File: src/rtl/core/spg_pkg.sv
// ----------------------------------------------------------------------------
// spg_pkg
// Shared types, constants and tables for the shape pair gap and normal block.
// ----------------------------------------------------------------------------
package spg_pkg;

  // datapath width of the CORDIC units and gain stages
  localparam int CW = 36;
  // gap working width before saturation
  localparam int GW = 40;
  localparam int PRE_STAGES = 4;
  localparam int ATAN_ENTRIES = 30;
  localparam int CORDIC_STEPS_DEF = 16;
  localparam int QUEUE_DEPTH_DEF = 4;

  localparam logic [1:0] MODE_CC = 2'd0;
  localparam logic [1:0] MODE_BC = 2'd1;
  localparam logic [1:0] MODE_CB = 2'd2;
  localparam logic [1:0] MODE_BB = 2'd3;

  typedef logic signed [CW-1:0] cw_t;

  localparam cw_t HALF_PI_Q30 = cw_t'(64'sd1686629713);
  localparam cw_t INV_GAIN_Q30 = cw_t'(64'sd652032874);
  localparam logic [31:0] INV_GAIN_Q32 = 32'd2608131496;

  // one classified pair, as it waits in the queue
  typedef struct packed {
    logic [1:0]         mode;
    logic signed [32:0] dx;     // b - a, or box to circle centre offset
    logic signed [32:0] dy;
    logic signed [18:0] q;      // box angle for box-circle
    logic [29:0]        hx;     // box half extents for box-circle
    logic [29:0]        hy;
    logic [31:0]        rsum;   // radius sum or circle radius
    logic signed [18:0] aq;
    logic signed [18:0] bq;
    logic [29:0]        ahw;
    logic [29:0]        ahh;
    logic [29:0]        bhw;
    logic [29:0]        bhh;
  } item_t;

  // item plus results gathered along the back pipeline
  typedef struct packed {
    item_t              it;
    cw_t                ang_a;
    cw_t                len_a;
    cw_t                zl;
    cw_t                ang_u;
    cw_t                ang_p;
    logic               dflt;
    logic signed [GW-3:0] gbase;
    logic signed [17:0] nx;
    logic signed [17:0] ny;
  } ctx_t;

  function automatic logic [29:0] atan_q30(input int i);
    logic [29:0] r;
    case (i)
      0: r = 30'd843314857;
      1: r = 30'd497837829;
      2: r = 30'd263043837;
      3: r = 30'd133525159;
      4: r = 30'd67021687;
      5: r = 30'd33543516;
      6: r = 30'd16775851;
      7: r = 30'd8388437;
      8: r = 30'd4194283;
      9: r = 30'd2097149;
      10: r = 30'd1048576;
      11: r = 30'd524288;
      12: r = 30'd262144;
      13: r = 30'd131072;
      14: r = 30'd65536;
      15: r = 30'd32768;
      16: r = 30'd16384;
      17: r = 30'd8192;
      18: r = 30'd4096;
      19: r = 30'd2048;
      20: r = 30'd1024;
      21: r = 30'd512;
      22: r = 30'd256;
      23: r = 30'd128;
      24: r = 30'd64;
      25: r = 30'd32;
      26: r = 30'd16;
      27: r = 30'd8;
      28: r = 30'd4;
      29: r = 30'd2;
      default: r = 30'd0;
    endcase
    return r;
  endfunction

  // Q3.16 angle to Q6.30
  function automatic cw_t to_q30(input logic signed [18:0] a);
    return {{(CW-33){a[18]}}, a, 14'd0};
  endfunction

endpackage

File: src/rtl/core/spg_fifo.sv
// ----------------------------------------------------------------------------
// spg_fifo
// Short queue of classified pairs between the front and back parts.
// ----------------------------------------------------------------------------
module spg_fifo #(
  parameter int DEPTH = spg_pkg::QUEUE_DEPTH_DEF
) (
  input  logic           clk,
  input  logic           rst,
  input  logic           wr,
  input  spg_pkg::item_t wdata,
  input  logic           rd,
  output spg_pkg::item_t rdata,
  output logic           full,
  output logic           empty
);
  import spg_pkg::*;

  localparam int AW = (DEPTH > 1) ? $clog2(DEPTH) : 1;
  localparam int NW = $clog2(DEPTH + 1);

  item_t          mem [DEPTH];
  logic [AW-1:0]  wptr;
  logic [AW-1:0]  rptr;
  logic [NW-1:0]  count;

  assign full  = (count == NW'(DEPTH));
  assign empty = (count == '0);
  assign rdata = mem[rptr];

  always_ff @(posedge clk) begin
    if (wr) begin
      mem[wptr] <= wdata;
    end
  end

  always_ff @(posedge clk) begin
    if (rst) begin
      wptr  <= '0;
      rptr  <= '0;
      count <= '0;
    end else begin
      if (wr) begin
        wptr <= (wptr == AW'(DEPTH - 1)) ? '0 : wptr + 1'b1;
      end
      if (rd) begin
        rptr <= (rptr == AW'(DEPTH - 1)) ? '0 : rptr + 1'b1;
      end
      if (wr && !rd) begin
        count <= count + 1'b1;
      end else if (!wr && rd) begin
        count <= count - 1'b1;
      end
    end
  end

`ifndef NO_ASSERTIONS
  a_no_overflow: assert property (@(posedge clk) disable iff (rst)
    count <= NW'(DEPTH)) else $error("queue count beyond depth");
  a_no_read_empty: assert property (@(posedge clk) disable iff (rst)
    rd |-> !empty) else $error("queue read while empty");
  a_count_up: assert property (@(posedge clk) disable iff (rst)
    (wr && !rd) |=> count == $past(count) + 1'b1) else $error("queue count slip");
`endif

endmodule

File: config.mk
export PLATFORM = sky130hd
export DESIGN_NAME = spg_fifo
export DESIGN_NICKNAME = d
export VERILOG_FILES = /design/src/rtl/core/spg_pkg.sv /design/src/rtl/core/spg_fifo.sv
export SDC_FILE = /design/constraint.sdc
export NUM_CORES = 1
export LEC_CHECK = 0
export ABC_AREA = 1
export BUFFER_PORTS_ARGS = -buffer_cell sky130_fd_sc_hd__buf_4
export CORE_UTILIZATION = 30
export DETAILED_ROUTE_END_ITERATION = 7
export GPL_ROUTABILITY_DRIVEN = 1
export PLACE_DENSITY = 0.53
export SKIP_CTS_REPAIR_TIMING = 1
export SLEW_MARGIN = 5
export SYNTH_ARGS = -nofsm -noshare
export SYNTH_HDL_FRONTEND = slang
export SYNTH_SLANG_ARGS = --single-unit
File: constraint.sdc
create_clock -name clk -period 9.44 [get_ports clk]
set_input_delay 1.416 -clock clk [delete_from_list [all_inputs] [get_ports clk]]
set_output_delay 1.416 -clock clk [all_outputs]
set_load 0.03 [all_outputs]
==> flow_summary_export.csv <==
group,metric,value,unit
die,die_w,413,µm
clocking,htree_num_levels,4,
routing,wirelength,131000,µm
placed_design,buffer_ports.inserted,679,
clocking,cts_buf_count,151,
synth,yosys_most_used_dff,"sky130_fd_sc_hd__edfxtp_1",
sta,timing_worst_slew_pin_value,1.18,ns
sta,fmaxAchievable,180,MHz
global_route,grt_pass1_wl,188000,µm
die,ios,680,
synth,synthesis.area_per_instance,15.3,µm²
routing,routed_via_density,4.77,
routing,first_iter_violations,1954,
worst_setup_path,start_kind,"register",
final_layout,final_net_count,4300,
worst_setup_path,timing.critical_path.fanout_max,81,
placed_design,placedInstanceArea,57700,µm²
clocking,cts_max_path_buffers,3,
global_route,grt.busiest_layer,"met2",
global_route,grt_antenna_before_repair,34,
synth,synth.area.top_cells,"sky130_fd_sc_hd__edfxtp_1 80%, sky130_fd_sc_hd__o21ai_0 6.7%, sky130_fd_sc_hd__nor2_1 4.7%, sky130_fd_sc_hd__o22ai_1 3.5%, sky130_fd_sc_hd__o22ai_2 1.2%",
synth,mappedNetlistNets,3665,
sta,skew,0.0159,ns
sta,rsz_0062_raised_after_global_routing,"false",
sta,min_period,5.55,ns
routing,detailroute.via_count,30000,
global_route,vias_in_the_first_global_route,29000,
sta,setup-violations-final,0,
worst_setup_path,worst_ep_required_time,8.02,ns
routing,post-route-drc-count,0,
synth,synthMostInstantiatedCell,"sky130_fd_sc_hd__edfxtp_1",
placed_design,gp_congestion,0.762,
synth,post_synthesis_sequential_area_ratio,0.803,
worst_setup_path,timing.setup.critical_path_class,"reg2out",
worst_setup_path,capturing_element_type_of_the_critical_path,"primary output",
synth,synthArstFlopShare,0,
run_status,status,"finished, final reports clean",
global_route,grt_usage,0.148,
clocking,cts_tree,"done",
min_path,hold_path_class,"reg2reg",
synth,postSynthCellCount,3317,
sta,setup-tns-final,0,ns
synth,synth.top_cell.area_share,0.800,
routing,detail_route.wl_per_cell,20.9,µm
global_route,grt_start_max_net_pins,316,
synth,synth_edf_count,1348,
final_layout,final_layout_size_suffix_gt1_frac,0.247,
global_route,use_met2,0.242,
synth,mappedNetlistArea,50600,µm²
power,power.density_cell_area,230,nW/µm²
die,floorplan.die_area,170000,µm²
clocking,clk_transition_reported_paths,0.05,ns
clocking,cts.root.buffer_cell,"sky130_fd_sc_hd__clkbuf_16",
worst_setup_path,cells_along_the_critical_path,"buf_4 > buf_4 > buf_4 > o21ai_0 > o22ai_2 > buf_4",
final_layout,fin_area,62400,µm²
synth,yosys.cell_types.count,24,
sta,max-slew-margin-rel,0.214,
worst_setup_path,critical-path-top-cell-by-count,"sky130_fd_sc_hd__buf_4",
synth,yosysWarnings,0,
synth,synthDominantAreaCellType,"sky130_fd_sc_hd__edfxtp_1",
die,floorplan.die.height,413,µm
global_route,groute.layer.met3.usage,0.0607,
final_layout,multi_input_logic_area,8670,µm²
clocking,cts_sinks,1357,
synth,synth-seq-cells,1357,
die,floorplan.rows,150,
final_layout,areaGrowthSynthToFinish,23.3,%
routing,drt_pass1_iterations,5,
final_layout,num-fill-cells,15900,
sta,layout_worst_path_cycle_share,0.588,
flow_run,max_cap_violations,0,
power,static-leakage-power,21.2,nW
die,area_inside_the_core_boundary,167000,µm²
global_route,routing_usage_on_met1,0.172,
routing,route.antenna.remaining_nets,0,
worst_setup_path,crit_arrival,4.14,ns
worst_setup_path,crit_path_max_incr_delay,0.76,ns
worst_setup_path,crit_slowest_cell,"sky130_fd_sc_hd__buf_4",
global_route,gr_overflow_total,0,
power,vdd_ir_drop_max,0.000186,V
final_layout,ff_latch_area,40700,µm²
die,initial_util,0.302,
clocking,clkLatencyLatePin,0.79,ns
sta,final_max_slew_viol_count,0,
sta,finalHoldViolCount,0,
placed_design,dpl.hpwl,74600,µm
synth,synth.top_cells.by_count,"1348 x sky130_fd_sc_hd__edfxtp_1, 676 x sky130_fd_sc_hd__o21ai_0, 632 x sky130_fd_sc_hd__nor2_1, 287 x sky130_fd_sc_hd__o22ai_1, 101 x sky130_fd_sc_hd__clkbuf_1",
[state kept, by name (all words and copies together) (netlist names), named ones only]
name and flops:
mem 1348, count 3, rptr 2, wptr 2
[cell type report]
| cell class | count | share of cell area |
|---|---|---|
| Multi-Input combinational cell | 1721 | 0.139 |
| Clock inverter | 76 | 0.00989 |
| Timing Repair Buffer | 705 | 0.0876 |
| Antenna cell | 17 | 0.000682 |
| Inverter | 16 | 0.00199 |
| Tap cell | 2204 | 0.0442 |
| Sequential cell | 1357 | 0.652 |
| Clock buffer | 194 | 0.0648 |
[metal layers]
layer | wire length [µm] | vias to the layer above
li1 | - | 13900
met1 | 51700 | 15000
met2 | 64100 | 802
met3 | 11600 | 211
met4 | 3560 | 36
met5 | 244 | -
[cell families (layout without fill, tap and decap cells)]
group | Yosys count | in the layout | synth area share
flops | 1357 | 1357 | 0.803
compound gates | 1017 | 1017 | 0.115
simple gates | 696 | 696 | 0.0543
buf+inv | 239 | 991 | 0.0254
fa+ha+maj | 7 | 7 | 0.00188
xor+xnor | 1 | 1 | 0.000173
other cells | 0 | 17 | 0
[final timing paths]
kind,start,end,slack [ns],cells past startpoint
max,register,rdata[184],3.89,6
min,wptr[1],wptr[1],0.54,2
max reg2reg,wptr[0],mem[3][211],6.46,5
min reg2reg,wptr[1],wptr[1],0.54,2
[cells in the final DEF, fill, tap and decap left out, types with 8 or more instances in the layout]
cell	n
sky130_fd_sc_hd__buf_12	14
sky130_fd_sc_hd__clkbuf_1	38
sky130_fd_sc_hd__diode_2	17
sky130_fd_sc_hd__clkbuf_16	156
sky130_fd_sc_hd__nor2_1	632
sky130_fd_sc_hd__clkinv_1	38
sky130_fd_sc_hd__nand2_1	8
sky130_fd_sc_hd__buf_4	691
sky130_fd_sc_hd__o21ai_0	676
sky130_fd_sc_hd__o22ai_1	287
sky130_fd_sc_hd__nor2_2	50
sky130_fd_sc_hd__o22ai_2	50
sky130_fd_sc_hd__edfxtp_1	1348
sky130_fd_sc_hd__clkinv_2	14
sky130_fd_sc_hd__inv_1	10
[power breakdown]
part	switching [mW]	total [mW]	internal, mW
combinational	1.26	1.83	0.566
clock	2.32	5.54	3.22
sequential	0.0570	6.96	6.90
[critical path: cells and delay by family, from the launching register on]
family | cells | cell delay, ns
buffers and inverters | 4 | 2.12
AOI/OAI and AO/OA | 2 | 0.51
DFF | 1 | 0.58
[through the flow]
| stage | util | worst slack (ns) | hold slack (ns) | instances | power (mW) |
|---|---|---|---|---|---|
| after floorplan | - | 0.843 | 0.490 | 3317 | 8.19 |
| after global placement | 0.345 | 4.71 | 0.527 | 6003 | 8.93 |
| after detailed placement | 0.345 | 4.64 | 0.528 | 6003 | 8.94 |
| after CTS | 0.372 | 3.74 | 0.544 | 6273 | 14.5 |
| after global routing | 0.373 | 3.59 | 0.566 | 6287 | 14.9 |
| final | 0.373 | 3.89 | 0.538 | 6290 | 14.3 |
No activity file was read; power rests on OpenSTA's default activity.
