## src/rtl/core/spg_pkg.sv

```systemverilog
// ----------------------------------------------------------------------------
// spg_pkg
// Shared types, constants and tables for the shape pair gap and normal block.
// ----------------------------------------------------------------------------
package spg_pkg;

  // datapath width of the CORDIC units and gain stages
  localparam int CW = 36;
  // gap working width before saturation
  localparam int GW = 40;
  localparam int PRE_STAGES = 4;
  localparam int ATAN_ENTRIES = 30;
  localparam int CORDIC_STEPS_DEF = 16;
  localparam int QUEUE_DEPTH_DEF = 4;

  localparam logic [1:0] MODE_CC = 2'd0;
  localparam logic [1:0] MODE_BC = 2'd1;
  localparam logic [1:0] MODE_CB = 2'd2;
  localparam logic [1:0] MODE_BB = 2'd3;

  typedef logic signed [CW-1:0] cw_t;

  localparam cw_t HALF_PI_Q30 = cw_t'(64'sd1686629713);
  localparam cw_t INV_GAIN_Q30 = cw_t'(64'sd652032874);
  localparam logic [31:0] INV_GAIN_Q32 = 32'd2608131496;

  // one classified pair, as it waits in the queue
  typedef struct packed {
    logic [1:0]         mode;
    logic signed [32:0] dx;     // b - a, or box to circle centre offset
    logic signed [32:0] dy;
    logic signed [18:0] q;      // box angle for box-circle
    logic [29:0]        hx;     // box half extents for box-circle
    logic [29:0]        hy;
    logic [31:0]        rsum;   // radius sum or circle radius
    logic signed [18:0] aq;
    logic signed [18:0] bq;
    logic [29:0]        ahw;
    logic [29:0]        ahh;
    logic [29:0]        bhw;
    logic [29:0]        bhh;
  } item_t;

  // item plus results gathered along the back pipeline
  typedef struct packed {
    item_t              it;
    cw_t                ang_a;
    cw_t                len_a;
    cw_t                zl;
    cw_t                ang_u;
    cw_t                ang_p;
    logic               dflt;
    logic signed [GW-3:0] gbase;
    logic signed [17:0] nx;
    logic signed [17:0] ny;
  } ctx_t;

  function automatic logic [29:0] atan_q30(input int i);
    logic [29:0] r;
    case (i)
      0: r = 30'd843314857;
      1: r = 30'd497837829;
      2: r = 30'd263043837;
      3: r = 30'd133525159;
      4: r = 30'd67021687;
      5: r = 30'd33543516;
      6: r = 30'd16775851;
      7: r = 30'd8388437;
      8: r = 30'd4194283;
      9: r = 30'd2097149;
      10: r = 30'd1048576;
      11: r = 30'd524288;
      12: r = 30'd262144;
      13: r = 30'd131072;
      14: r = 30'd65536;
      15: r = 30'd32768;
      16: r = 30'd16384;
      17: r = 30'd8192;
      18: r = 30'd4096;
      19: r = 30'd2048;
      20: r = 30'd1024;
      21: r = 30'd512;
      22: r = 30'd256;
      23: r = 30'd128;
      24: r = 30'd64;
      25: r = 30'd32;
      26: r = 30'd16;
      27: r = 30'd8;
      28: r = 30'd4;
      29: r = 30'd2;
      default: r = 30'd0;
    endcase
    return r;
  endfunction

  // Q3.16 angle to Q6.30
  function automatic cw_t to_q30(input logic signed [18:0] a);
    return {{(CW-33){a[18]}}, a, 14'd0};
  endfunction

endpackage

```

## src/rtl/core/spg_front.sv

```systemverilog
// ----------------------------------------------------------------------------
// spg_front
// Accepts pairs, sorts them by kind and forms the offsets the back part needs.
// ----------------------------------------------------------------------------
module spg_front (
  input  logic           s_tvalid,
  output logic           s_tready,
  input  logic [295:0]   s_tdata,
  input  logic [1:0]     s_tuser,
  input  logic           full,
  output logic           push,
  output spg_pkg::item_t item
);
  import spg_pkg::*;

  logic signed [31:0] ax, ay, bx, by;
  logic signed [18:0] aq, bq;
  logic [30:0]        asx, asy, bsx, bsy;

  assign ax  = s_tdata[31:0];
  assign ay  = s_tdata[63:32];
  assign aq  = s_tdata[82:64];
  assign asx = s_tdata[113:83];
  assign asy = s_tdata[144:114];
  assign bx  = s_tdata[176:145];
  assign by  = s_tdata[208:177];
  assign bq  = s_tdata[227:209];
  assign bsx = s_tdata[258:228];
  assign bsy = s_tdata[289:259];

  assign s_tready = !full;
  assign push     = s_tvalid && !full;

  always_comb begin
    item.mode = s_tuser;
    item.aq   = aq;
    item.bq   = bq;
    item.ahw  = asx[30:1];
    item.ahh  = asy[30:1];
    item.bhw  = bsx[30:1];
    item.bhh  = bsy[30:1];
    item.dx   = 33'(bx) - 33'(ax);
    item.dy   = 33'(by) - 33'(ay);
    item.q    = aq;
    item.hx   = asx[30:1];
    item.hy   = asy[30:1];
    item.rsum = {1'b0, asx} + {1'b0, bsx};
    unique case (s_tuser)
      MODE_BC: begin
        item.rsum = {1'b0, bsx};
      end
      MODE_CB: begin
        // box is the second shape: swap roles
        item.dx   = 33'(ax) - 33'(bx);
        item.dy   = 33'(ay) - 33'(by);
        item.q    = bq;
        item.hx   = bsx[30:1];
        item.hy   = bsy[30:1];
        item.rsum = {1'b0, asx};
      end
      default: begin
      end
    endcase
  end

endmodule

```

## config.mk

```make
export PLATFORM = sky130hd
export DESIGN_NAME = spg_front
export DESIGN_NICKNAME = d
export VERILOG_FILES = /design/src/rtl/core/spg_pkg.sv /design/src/rtl/core/spg_front.sv
export SDC_FILE = /design/constraint.sdc
export NUM_CORES = 1
export LEC_CHECK = 0
export ABC_AREA = 1
export BUFFER_PORTS_ARGS = -buffer_cell sky130_fd_sc_hd__buf_2
export CORE_AREA = 5 5 245 247
export DETAILED_ROUTE_END_ITERATION = 10
export DIE_AREA = 0 0 250 252
export MAX_ROUTING_LAYER = met4
export SYNTH_ARGS = -nofsm -noshare
export SYNTH_HDL_FRONTEND = slang
export SYNTH_SLANG_ARGS = --single-unit
export TNS_END_PERCENT = 50
```

## constraint.sdc

```tcl
create_clock -name vclk -period 2.1
set_input_delay 0.105 -clock vclk [all_inputs]
set_output_delay 0.105 -clock vclk [all_outputs]
set_load 0.01 [all_outputs]
```

==> results of run 1 <==
routing by layer:
metal / wire [microns] / track usage [%]
met1: 32200 / 28.6
met2: 34100 / 36.6
met3: 6380 / 4.28
met4: 1200 / 2.81
met5: 0 / -
cell families after synthesis:
| logic type | synth area share (%) |
|---|---|
| simple gates | 49.1 |
| buf+inv | 25.0 |
| compound gates | 9.07 |
| fa+ha+maj | 13.9 |
| xor+xnor | 2.77 |
| mux | 0.132 |
final timing paths:
check             cells after the start         to
setup / recovery                     15  item[326]
hold / removal                        2   item[19]
cell type report:
class | instances | area [sq um] | share of cell area [%]
multi-input cells | 2327 | 12300 | 61.2
repair buffers | 793 | 4480 | 22.3
inverters | 617 | 2320 | 11.5
well taps | 765 | 957 | 4.76
diodes | 17 | 42.5 | 0.212
layout by cell type, fill, tap and decap left out, types with 17 or more instances in the layout:
master / n
sky130_fd_sc_hd__xor2_1: 38
sky130_fd_sc_hd__o21bai_1: 20
sky130_fd_sc_hd__nand4_1: 31
sky130_fd_sc_hd__buf_2: 631
sky130_fd_sc_hd__nor2_1: 131
sky130_fd_sc_hd__nand3_1: 121
sky130_fd_sc_hd__ha_2: 22
sky130_fd_sc_hd__a21oi_2: 24
sky130_fd_sc_hd__a21oi_1: 111
sky130_fd_sc_hd__nor2_2: 33
sky130_fd_sc_hd__nor2_4: 22
sky130_fd_sc_hd__ha_4: 28
sky130_fd_sc_hd__o21ai_0: 71
sky130_fd_sc_hd__ha_1: 111
sky130_fd_sc_hd__nand2_2: 62
sky130_fd_sc_hd__diode_2: 17
sky130_fd_sc_hd__nand2_1: 1411
sky130_fd_sc_hd__buf_4: 153
sky130_fd_sc_hd__inv_1: 604
power by group:
group          internal (mW)  leakage, nW  switching [mW]
logic                   2.32         12.8            3.85
registers                  0            0               0
clock network     0.00000109     0.000108               0
total                   2.32         12.8            3.85
repair_timing:
item	in CTS	in global routing
pin swaps	0	26
endpoints found under the setup margin	11	69
setup buffers	0	5
gates resized for setup	11	218
per-stage QoR:
stage / util, % / worst slack (ns) / cells / total power, mW
final: 35.0 / 0.0514 / 4519 / 6.18
after global routing: 35.0 / -0.0273 / 4516 / 6.80
after CTS: 33.4 / -0.0167 / 4497 / 5.84
after detailed placement: 33.3 / -0.0376 / 4497 / 5.79
after global placement: 33.3 / -0.0453 / 4497 / 5.78
after floorplan: - / 0.327 / 3166 / 3.45
==> results.md, run 1 <==
| Step | Parameter | Value |
|:---|:---|:---|
| status | Outcome | completed |
| finish | Storage cell area | 0 sq um |
| yosys | Largest cells by area after synthesis | sky130_fd_sc_hd__nand2_1 36%, sky130_fd_sc_hd__inv_1 15%, sky130_fd_sc_hd__ha_1 13% |
| place | Routability Congestion | 0.985 |
| setup path | Crit. End Element | primary output |
| setup path | Worst setup path class | input port to primary output |
| setup path | Dominant delay contributor by cell family on the critical path | simple AND/OR/NAND/NOR gates |
| route | Final antenna-violating net count | 0 |
| route | Final routed wirelength across all metal layers | 73.8 mm |
| power | Power density over the cells | 307 mW/mm^2 |
| setup path | Most common cell type on the critical path | sky130_fd_sc_hd__nand2_1 |
| yosys | Most area-hungry cell type in the Yosys netlist | sky130_fd_sc_hd__nand2_1 |
| finish | Layout sequential cell count | 0 |
| setup path | Ordered list of cells on the worst path | buf_2 > inv_1 > ha_2 > nand2_1 > buf_4 > nor2_2 > nand2_2 > nor3_4 > nand2_1 > nand3_1 > nand2_1 > nand2_1 > nand2_1 > nand2_2 > buf_2 |
| setup path | Setup crit start | s_tdata[21] |
| yosys | Area share of the largest cell type after synthesis | 36.2% |
| yosys | Post-synthesis sequential area ratio | 0% |
| finish | Signed area change from the synthesized netlist to the final layout | 32.5% |
| setup path | Slowest cell on the critical path | sky130_fd_sc_hd__ha_2 |
| route | Drt wl/cell | 16.3 microns |
| sta | Worst slack on hold paths | 0.411 ns |
| die | Starting density of the core | 26.4% |
| finish | Final layout net count | 4205 |
| setup path | Worst endpoint data arrival time | 1.94 ns |
| setup path | Largest stage delay, worst path | 0.38 ns |
| power | Max VDD drop | 0.000174 V |
| yosys | Number of distinct library cells after synthesis | 37 |
| sta | Slew HR | 64.6% |
| flow run | Max cap viols | 0 |
| die | Ports | 639 |
| clocking | Hold-fix buffer count after cts | 0 |
| finish | Final design area excluding fillers | 0.0201 sq mm |
| yosys | Post-synthesis instance total | 3166 |
| setup path | Required time worst endpoint | 2.00 ns |
| die | Row count | 88 |
| finish | Share of layout cells above drive strength 1 | 27.6% |
| route | Number of vias in the routed layout | 20400 |
| sta | Final number of max-transition violations | 0 |
| hold path | Worst hold path startpoint | s_tdata[279] |
| sta | Max Fclk | 0.488 GHz |
| sta | Min cycle time layout | 2.05 ns |
| hold path | Class of the tightest hold or removal check | input port to primary output |
| route | DR iter-0 viols | 1540 |
| global route | Overall track demand over capacity in global routing | 22.0% |
| setup path | Biggest fanout along the worst timing path | 4 |
| sta | RSZ-0062 raised after global routing | true |
| sta | Final setup TNS | 0 ns |
| global route | Pin count of the biggest net entering global routing | 39 |
| place | Count of buffers from port buffering | 631 |
| route | Number of vias per cell after detailed routing | 4.51 |
| setup path | Critical path startpoint category | input port |
| die | Placeable Area | 0.0574 sq mm |
| die | Die outline area | 0.0630 sq mm |
| setup path | Number of buffer and inverter instances along the worst setup path | 4 |
| route | Detailed-routing iteration count for the pre-antenna-repair pass | 5 |
| place | Half-perimeter wire length after detailed placement | 65.2 mm |
| yosys | Average size of a mapped cell | 4.79 sq um |
| yosys | Commonest cells post-synth | 1464 x sky130_fd_sc_hd__nand2_1, 609 x sky130_fd_sc_hd__inv_1, 161 x sky130_fd_sc_hd__buf_4, 161 x sky130_fd_sc_hd__ha_1, 157 x sky130_fd_sc_hd__nor2_1 |
| sta | Final period utilization | 97.6% |
| power | Leakage power total | 12.8 nW |
| yosys | Post-synthesis net count | 3632 |
| die | DIE WIDTH | 250 microns |
| place | Placed cell areas | 0.0191 sq mm |
| global route | Wire length of the first global-routing pass | 108 mm |
| yosys | Most used standard cell by instance count after synthesis | sky130_fd_sc_hd__nand2_1 |
| global route | Overflow left after global routing | 0 |
| finish | Count of fill cells added during filler insertion | 6678 |
| yosys | Yosys synthesis warning count | 0 |
| global route | Antenna violations before repair | 22 |
| route | Final routed DRC violation total | 0 |
| global route | Vias in the first global route | 19000 |
| yosys | Area of the mapped netlist | 0.0152 sq mm |
| die | Die outline height | 252 microns |
| sta | Setup-violating endpoint count in the final report | 0 |
| finish | # clk buffers | 0 |
| sta | Actual slew at the worst max-slew pin | 0.526 ns |
| sta | Final-report hold violation count | 0 |
Note: power is estimated with default switching activity, not from simulation.
==> inputs of run 2 (changes only) <==
CELL_PAD_IN_SITES_DETAIL_PLACEMENT = 1   (was unset)
CELL_PAD_IN_SITES_GLOBAL_PLACEMENT = 2   (was unset)
CORE_AREA = unset   (was 5 5 245 247)
CORE_ASPECT_RATIO = 1.4   (was unset)
CORE_MARGIN = 5   (was unset)
CORE_UTILIZATION = 23   (was unset)
DIE_AREA = unset   (was 0 0 250 252)
PLACE_DENSITY_LB_ADDON = 0.1   (was unset)
==> results.md, run 2 (synthesized netlist as in run 1, its figures left out) <==
| Step | Parameter | Value | vs previous |
|:---|:---|:---|:---|
| status | Outcome | completed |  |
| setup path | Slowest cell on the critical path | sky130_fd_sc_hd__ha_1 |  |
| hold path | Class of the tightest hold or removal check | input port to primary output |  |
| finish | # clk buffers | 0 | unchanged |
| die | Row count | 111 | +26% |
| die | Ports | 639 | unchanged |
| die | Die outline area | 0.0713 sq mm | +13% |
| setup path | Worst setup path class | input port to primary output |  |
| route | Number of vias in the routed layout | 21000 | +3.2% |
| global route | Overflow left after global routing | 0 | unchanged |
| setup path | Most common cell type on the critical path | sky130_fd_sc_hd__nand2_1 |  |
| setup path | Number of buffer and inverter instances along the worst setup path | 3 | -1 |
| place | Half-perimeter wire length after detailed placement | 78.0 mm | +20% |
| sta | Worst slack on hold paths | 0.411 ns | +0.000184 ns |
| setup path | Ordered list of cells on the worst path | buf_2 > ha_1 > or2_2 > nand3b_1 > nand2_2 > nand2_1 > nand2_4 > buf_12 > nand2_1 > nand2_1 > nand2_1 > nand3_2 > nand2_1 > buf_2 |  |
| route | Final routed DRC violation total | 0 | unchanged |
| die | Die outline height | 314 microns | +25% |
| setup path | Largest stage delay, worst path | 0.33 ns | -0.05 ns |
| flow run | Max cap viols | 0 | unchanged |
| power | Max VDD drop | 0.000127 V | -27% |
| global route | Wire length of the first global-routing pass | 126 mm | +17% |
| die | Placeable Area | 0.0654 sq mm | +14% |
| die | Starting density of the core | 23.2% | -3.3 points |
| route | Final antenna-violating net count | 0 | unchanged |
| setup path | Required time worst endpoint | 2.00 ns | about the same |
| sta | Final number of max-transition violations | 0 | unchanged |
| setup path | Critical path startpoint category | input port |  |
| sta | Slew HR | 59.8% | -4.8 points |
| sta | Max Fclk | 0.494 GHz | +1.2% |
| power | Power density over the cells | 319 mW/mm^2 | +3.8% |
| finish | Layout sequential cell count | 0 | unchanged |
| sta | Final setup TNS | 0 ns | unchanged |
| clocking | Hold-fix buffer count after cts | 0 | unchanged |
| place | Count of buffers from port buffering | 631 | unchanged |
| sta | Min cycle time layout | 2.02 ns | -0.0240 ns |
| route | Final routed wirelength across all metal layers | 86.5 mm | +17% |
| setup path | Worst endpoint data arrival time | 1.92 ns | -0.02 ns |
| route | Drt wl/cell | 18.3 microns | +12% |
| sta | Final period utilization | 96.4% | -1.1 points |
| finish | Share of layout cells above drive strength 1 | 33.2% | +5.5 points |
| global route | Antenna violations before repair | 10 | -55% |
| sta | Final-report hold violation count | 0 | unchanged |
| global route | Pin count of the biggest net entering global routing | 64 | +64% |
| global route | Overall track demand over capacity in global routing | 23.0% | +1.0 points |
| power | Power after layout | 6.98 mW | +13% |
| setup path | Biggest fanout along the worst timing path | 3 | -1 |
| finish | Most frequent cells in the layout | 1353 x sky130_fd_sc_hd__nand2_1, 611 x sky130_fd_sc_hd__buf_2, 595 x sky130_fd_sc_hd__inv_1 |  |
| place | Routability Congestion | 0.890 | -9.7% |
| finish | Signed area change from the synthesized netlist to the final layout | 44.1% |  |
| die | DIE WIDTH | 227 microns | -9.2% |
| finish | Final layout net count | 4335 | +3.1% |
| route | Number of vias per cell after detailed routing | 4.46 | -1.2% |
| global route | Vias in the first global route | 22100 | +17% |
| route | Detailed-routing iteration count for the pre-antenna-repair pass | 5 | unchanged |
| setup path | Dominant delay contributor by cell family on the critical path | simple AND/OR/NAND/NOR gates |  |
| power | Leakage power total | 13.6 nW | +5.8% |
| sta | RSZ-0062 raised after global routing | true |  |
| finish | Post-layout utilization of the core | 33.4% | -1.6 points |
| finish | Storage cell area | 0 sq um | unchanged |
| setup path | Crit. End Element | primary output |  |
| sta | Setup-violating endpoint count in the final report | 0 | unchanged |
| finish | Count of fill cells added during filler insertion | 9114 | +36% |
| route | DR iter-0 viols | 719 | -53% |
| finish | Most frequent standard cell in the layout excluding fill and tap cells | sky130_fd_sc_hd__nand2_1 |  |
| sta | Actual slew at the worst max-slew pin | 0.603 ns | +0.0774 ns |
-- run 2: through the flow --
step | worst slack (ns) | area, sq um | instances
after floorplan | 0.327 | 15200 | 3166
after global placement | -0.205 | 20100 | 4699
after detailed placement | -0.201 | 20100 | 4699
after CTS | 0.000217 | 20500 | 4703
after global routing | -0.0507 | 21900 | 4722
final | 0.0754 | 21900 | 4722
-- run 2: final timing paths --
path,startpoint,end,slack [ns],cells after the start
worst max-delay path,s_tdata[85],item[187],0.08,14
worst min-delay path,s_tdata[144],item[89],0.41,2
-- run 2: power breakdown --
part | internal, mW | total [mW] | leakage (nW) | switching (mW)
registers | 0 | 0 | 0 | 0
logic | 2.75 | 6.98 | 13.6 | 4.23
clock network | 0.000000513 | 0.000000513 | 0.0000507 | 0
-- run 2: per-layer routing --
metal | part of all wire (%) | global-route usage [%] | up-vias
li1 | - | - | 10700
met1 | 39 | 24.5 | 9770
met2 | 53 | 44.3 | 487
met3 | 5.2 | 3.33 | 70
met4 | 2.8 | 5.21 | 0
met5 | 0 | - | -
-- run 2: cell type report --
| cell class | instances | area (sq um) | share of cell area, % |
|---|---|---|---|
| Antenna cell | 8 | 20.0 | 0.0916 |
| Inverter | 617 | 2320 | 10.6 |
| Tap cell | 847 | 1060 | 4.85 |
| Timing Repair Buffer | 923 | 5540 | 25.3 |
| Multi-Input combinational cell | 2327 | 12900 | 59.1 |
-- run 2: what timing repair did --
| action | 4_1_cts | 5_1_grt |
|---|---|---|
| setup endpoints to repair | 63 | 70 |
| pin swaps | 12 | 49 |
| gates resized for setup | 101 | 306 |
| hold endpoints to repair | 0 | 0 |
| setup buffers | 4 | 11 |
==> inputs of run 3 (changes only) <==
CELL_PAD_IN_SITES_DETAIL_PLACEMENT = 2   (was 1)
==> results.md, run 3 (synthesized netlist as in run 1, its figures left out) <==
| Step | Parameter | Value | vs previous |
|:---|:---|:---|:---|
| finish | Most frequent standard cell in the layout excluding fill and tap cells | sky130_fd_sc_hd__nand2_1 |  |
| setup path | Worst setup path class | input port to primary output |  |
| die | Starting density of the core | 23.2% | unchanged |
| flow run | Max cap viols | 0 | unchanged |
| sta | Max Fclk | 0.485 GHz | -1.8% |
| global route | Most heavily used metal layer in global routing | met2 |  |
| route | Final antenna-violating net count | 0 | unchanged |
| setup path | Ordered list of cells on the worst path | buf_2 > ha_4 > fa_2 > nand2_2 > nand2_1 > and2_4 > nand3_2 > nand3b_1 > nor2_1 > nor2_1 > a21oi_1 > buf_4 > buf_4 |  |
| sta | Min cycle time layout | 2.06 ns | +0.0363 ns |
| sta | Final period utilization | 98.1% | +1.7 points |
| hold path | Class of the tightest hold or removal check | input port to primary output |  |
| sta | Final-report hold violation count | 0 | unchanged |
| global route | Met1 Usage GRT | 25.4% | +0.90 points |
| power | Power after layout | 7.13 mW | +2.2% |
| power | Max VDD drop | 0.000132 V | +4.2% |
| sta | RSZ-0062 raised after global routing | true |  |
| die | Placeable Area | 0.0654 sq mm | unchanged |
| setup path | Crit. End Element | primary output |  |
| finish | Most frequent cells in the layout | 1343 x sky130_fd_sc_hd__nand2_1, 617 x sky130_fd_sc_hd__buf_2, 597 x sky130_fd_sc_hd__inv_1 |  |
| global route | Antenna violations before repair | 8 | -2 |
| setup path | Critical path startpoint category | input port |  |
| place | Placed cell areas | 0.0201 sq mm | unchanged |
| finish | Share of layout cells above drive strength 1 | 33.8% | +0.64 points |
| place | Half-perimeter wire length after detailed placement | 84.2 mm | +7.9% |
| finish | Number of standard cells in the layout, taps in and fillers out | 4724 | +0.042% |
| setup path | Largest stage delay, worst path | 0.40 ns | +0.07 ns |
| clocking | Hold-fix buffer count after cts | 0 | unchanged |
| route | Detailed-routing iteration count for the pre-antenna-repair pass | 5 | unchanged |
| global route | Overall track demand over capacity in global routing | 24.8% | +1.8 points |
| finish | Final design area excluding fillers | 0.0220 sq mm | +0.53% |
| sta | Worst slack on hold paths | 0.411 ns | +0.000398 ns |
| finish | Storage cell area | 0 sq um | unchanged |
| setup path | Setup crit start | s_tdata[228] |  |
| route | Final routed wirelength across all metal layers | 93.2 mm | +7.8% |
| global route | Met3 Usage GRT | 3.28% | -0.056 points |
| setup path | Required time worst endpoint | 2.00 ns | about the same |
| sta | Worst path setup slack after routing | 0.0391 ns | -0.0363 ns |
| finish | # clk buffers | 0 | unchanged |
| global route | Fraction of met2 tracks used by global routing | 48.5% | +4.2 points |
| power | Leakage power total | 13.6 nW | about the same |
| route | Final routed DRC violation total | 0 | unchanged |
| sta | Actual slew at the worst max-slew pin | 0.611 ns | +0.00730 ns |
| finish | Layout sequential cell count | 0 | unchanged |
| place | Count of buffers from port buffering | 631 | unchanged |
| route | Number of vias in the routed layout | 21700 | +3.3% |
| global route | Vias in the first global route | 24200 | +9.4% |
| sta | Slew HR | 59.3% | -0.49 points |
| setup path | Worst endpoint data arrival time | 1.96 ns | +0.04 ns |
| finish | Post-layout utilization of the core | 33.6% | +0.18 points |
| setup path | End point of the critical path | item[170] |  |
| route | Drt wl/cell | 19.7 microns | +7.8% |
| global route | Overflow left after global routing | 0 | unchanged |
| sta | Final setup TNS | 0 ns | unchanged |
| route | DR iter-0 viols | 553 | -23% |
| setup path | Biggest fanout along the worst timing path | 4 | +1 |
| global route | Pin count of the biggest net entering global routing | 64 | unchanged |
| die | Die outline height | 314 microns | unchanged |
| setup path | Slowest cell on the critical path | sky130_fd_sc_hd__fa_2 |  |
| die | Die outline area | 0.0713 sq mm | unchanged |
| sta | Setup-violating endpoint count in the final report | 0 | unchanged |
| finish | Signed area change from the synthesized netlist to the final layout | 44.9% |  |
| finish | Final layout net count | 4336 | +0.023% |
| place | Worst slack, placed | -0.281 ns | -0.0800 ns |
| route | Number of vias per cell after detailed routing | 4.60 | +3.3% |
| global route | Wire length of the first global-routing pass | 136 mm | +8.1% |
| die | Row count | 111 | unchanged |
| power | Power density over the cells | 324 mW/mm^2 | +1.6% |
| place | Routability Congestion | 0.890 | unchanged |
| status | Outcome | completed |  |
| die | Ports | 639 | unchanged |
| place | Placed cells | 4699 | unchanged |
| die | DIE WIDTH | 227 microns | unchanged |
| sta | Final number of max-transition violations | 0 | unchanged |
[run 3: changes by cell type in the layout (fill, tap and decap cells not counted), sizes merged]
cell,before,now
diode,8,9
clkbuf,0,1
[run 3: repair_timing]
item / in CTS / in global routing
setup endpoints to repair: 66 / 69
pin swaps: 13 / 60
setup buffers: 6 / 10
resized for setup: 138 / 293
endpoints found under the hold margin: 0 / 0
[run 3: how the worst min path moves through the flow]
stage / depth (start not counted) / endpoint / from
floorplan: 1 / s_tready / full
global placement: 2 / item[19] / s_tdata[279]
detailed placement: 2 / item[19] / s_tdata[279]
CTS: 2 / item[19] / s_tdata[279]
global route: 2 / item[19] / s_tdata[279]
finish: 2 / item[19] / s_tdata[279]
[run 3: power breakdown]
group | total (mW) | switching, mW | leakage (nW) | internal (mW)
Sequential | 0 | 0 | 0 | 0
Combinational | 7.13 | 4.37 | 13.6 | 2.76
Clock | 0.000000577 | 0 | 0.0000570 | 0.000000577
[run 3: cell type report]
cell class	count	area, sq um
fill	8631	43400
multi-input combinational	2327	13000
timing repair buffer	924	5530
inverter	617	2320
tap	847	1060
antenna	9	22.5
[run 3: worst max-delay path, delay by kind of cell]
kind                     cells  cell delay [ns]
buffers and inverters        3             0.36
AO/OA/AOI/OAI                1             0.18
AND/OR/NAND/NOR              7             0.75
adder cells (fa/ha/maj)      2             0.56
[run 3: layer usage]
layer  vias to the layer above  share of wire (%)
met5                         -                  0
met4                         0                3.6
met3                       105                4.9
met2                       513                 54
met1                     10400                 37
li1                      10700                  -
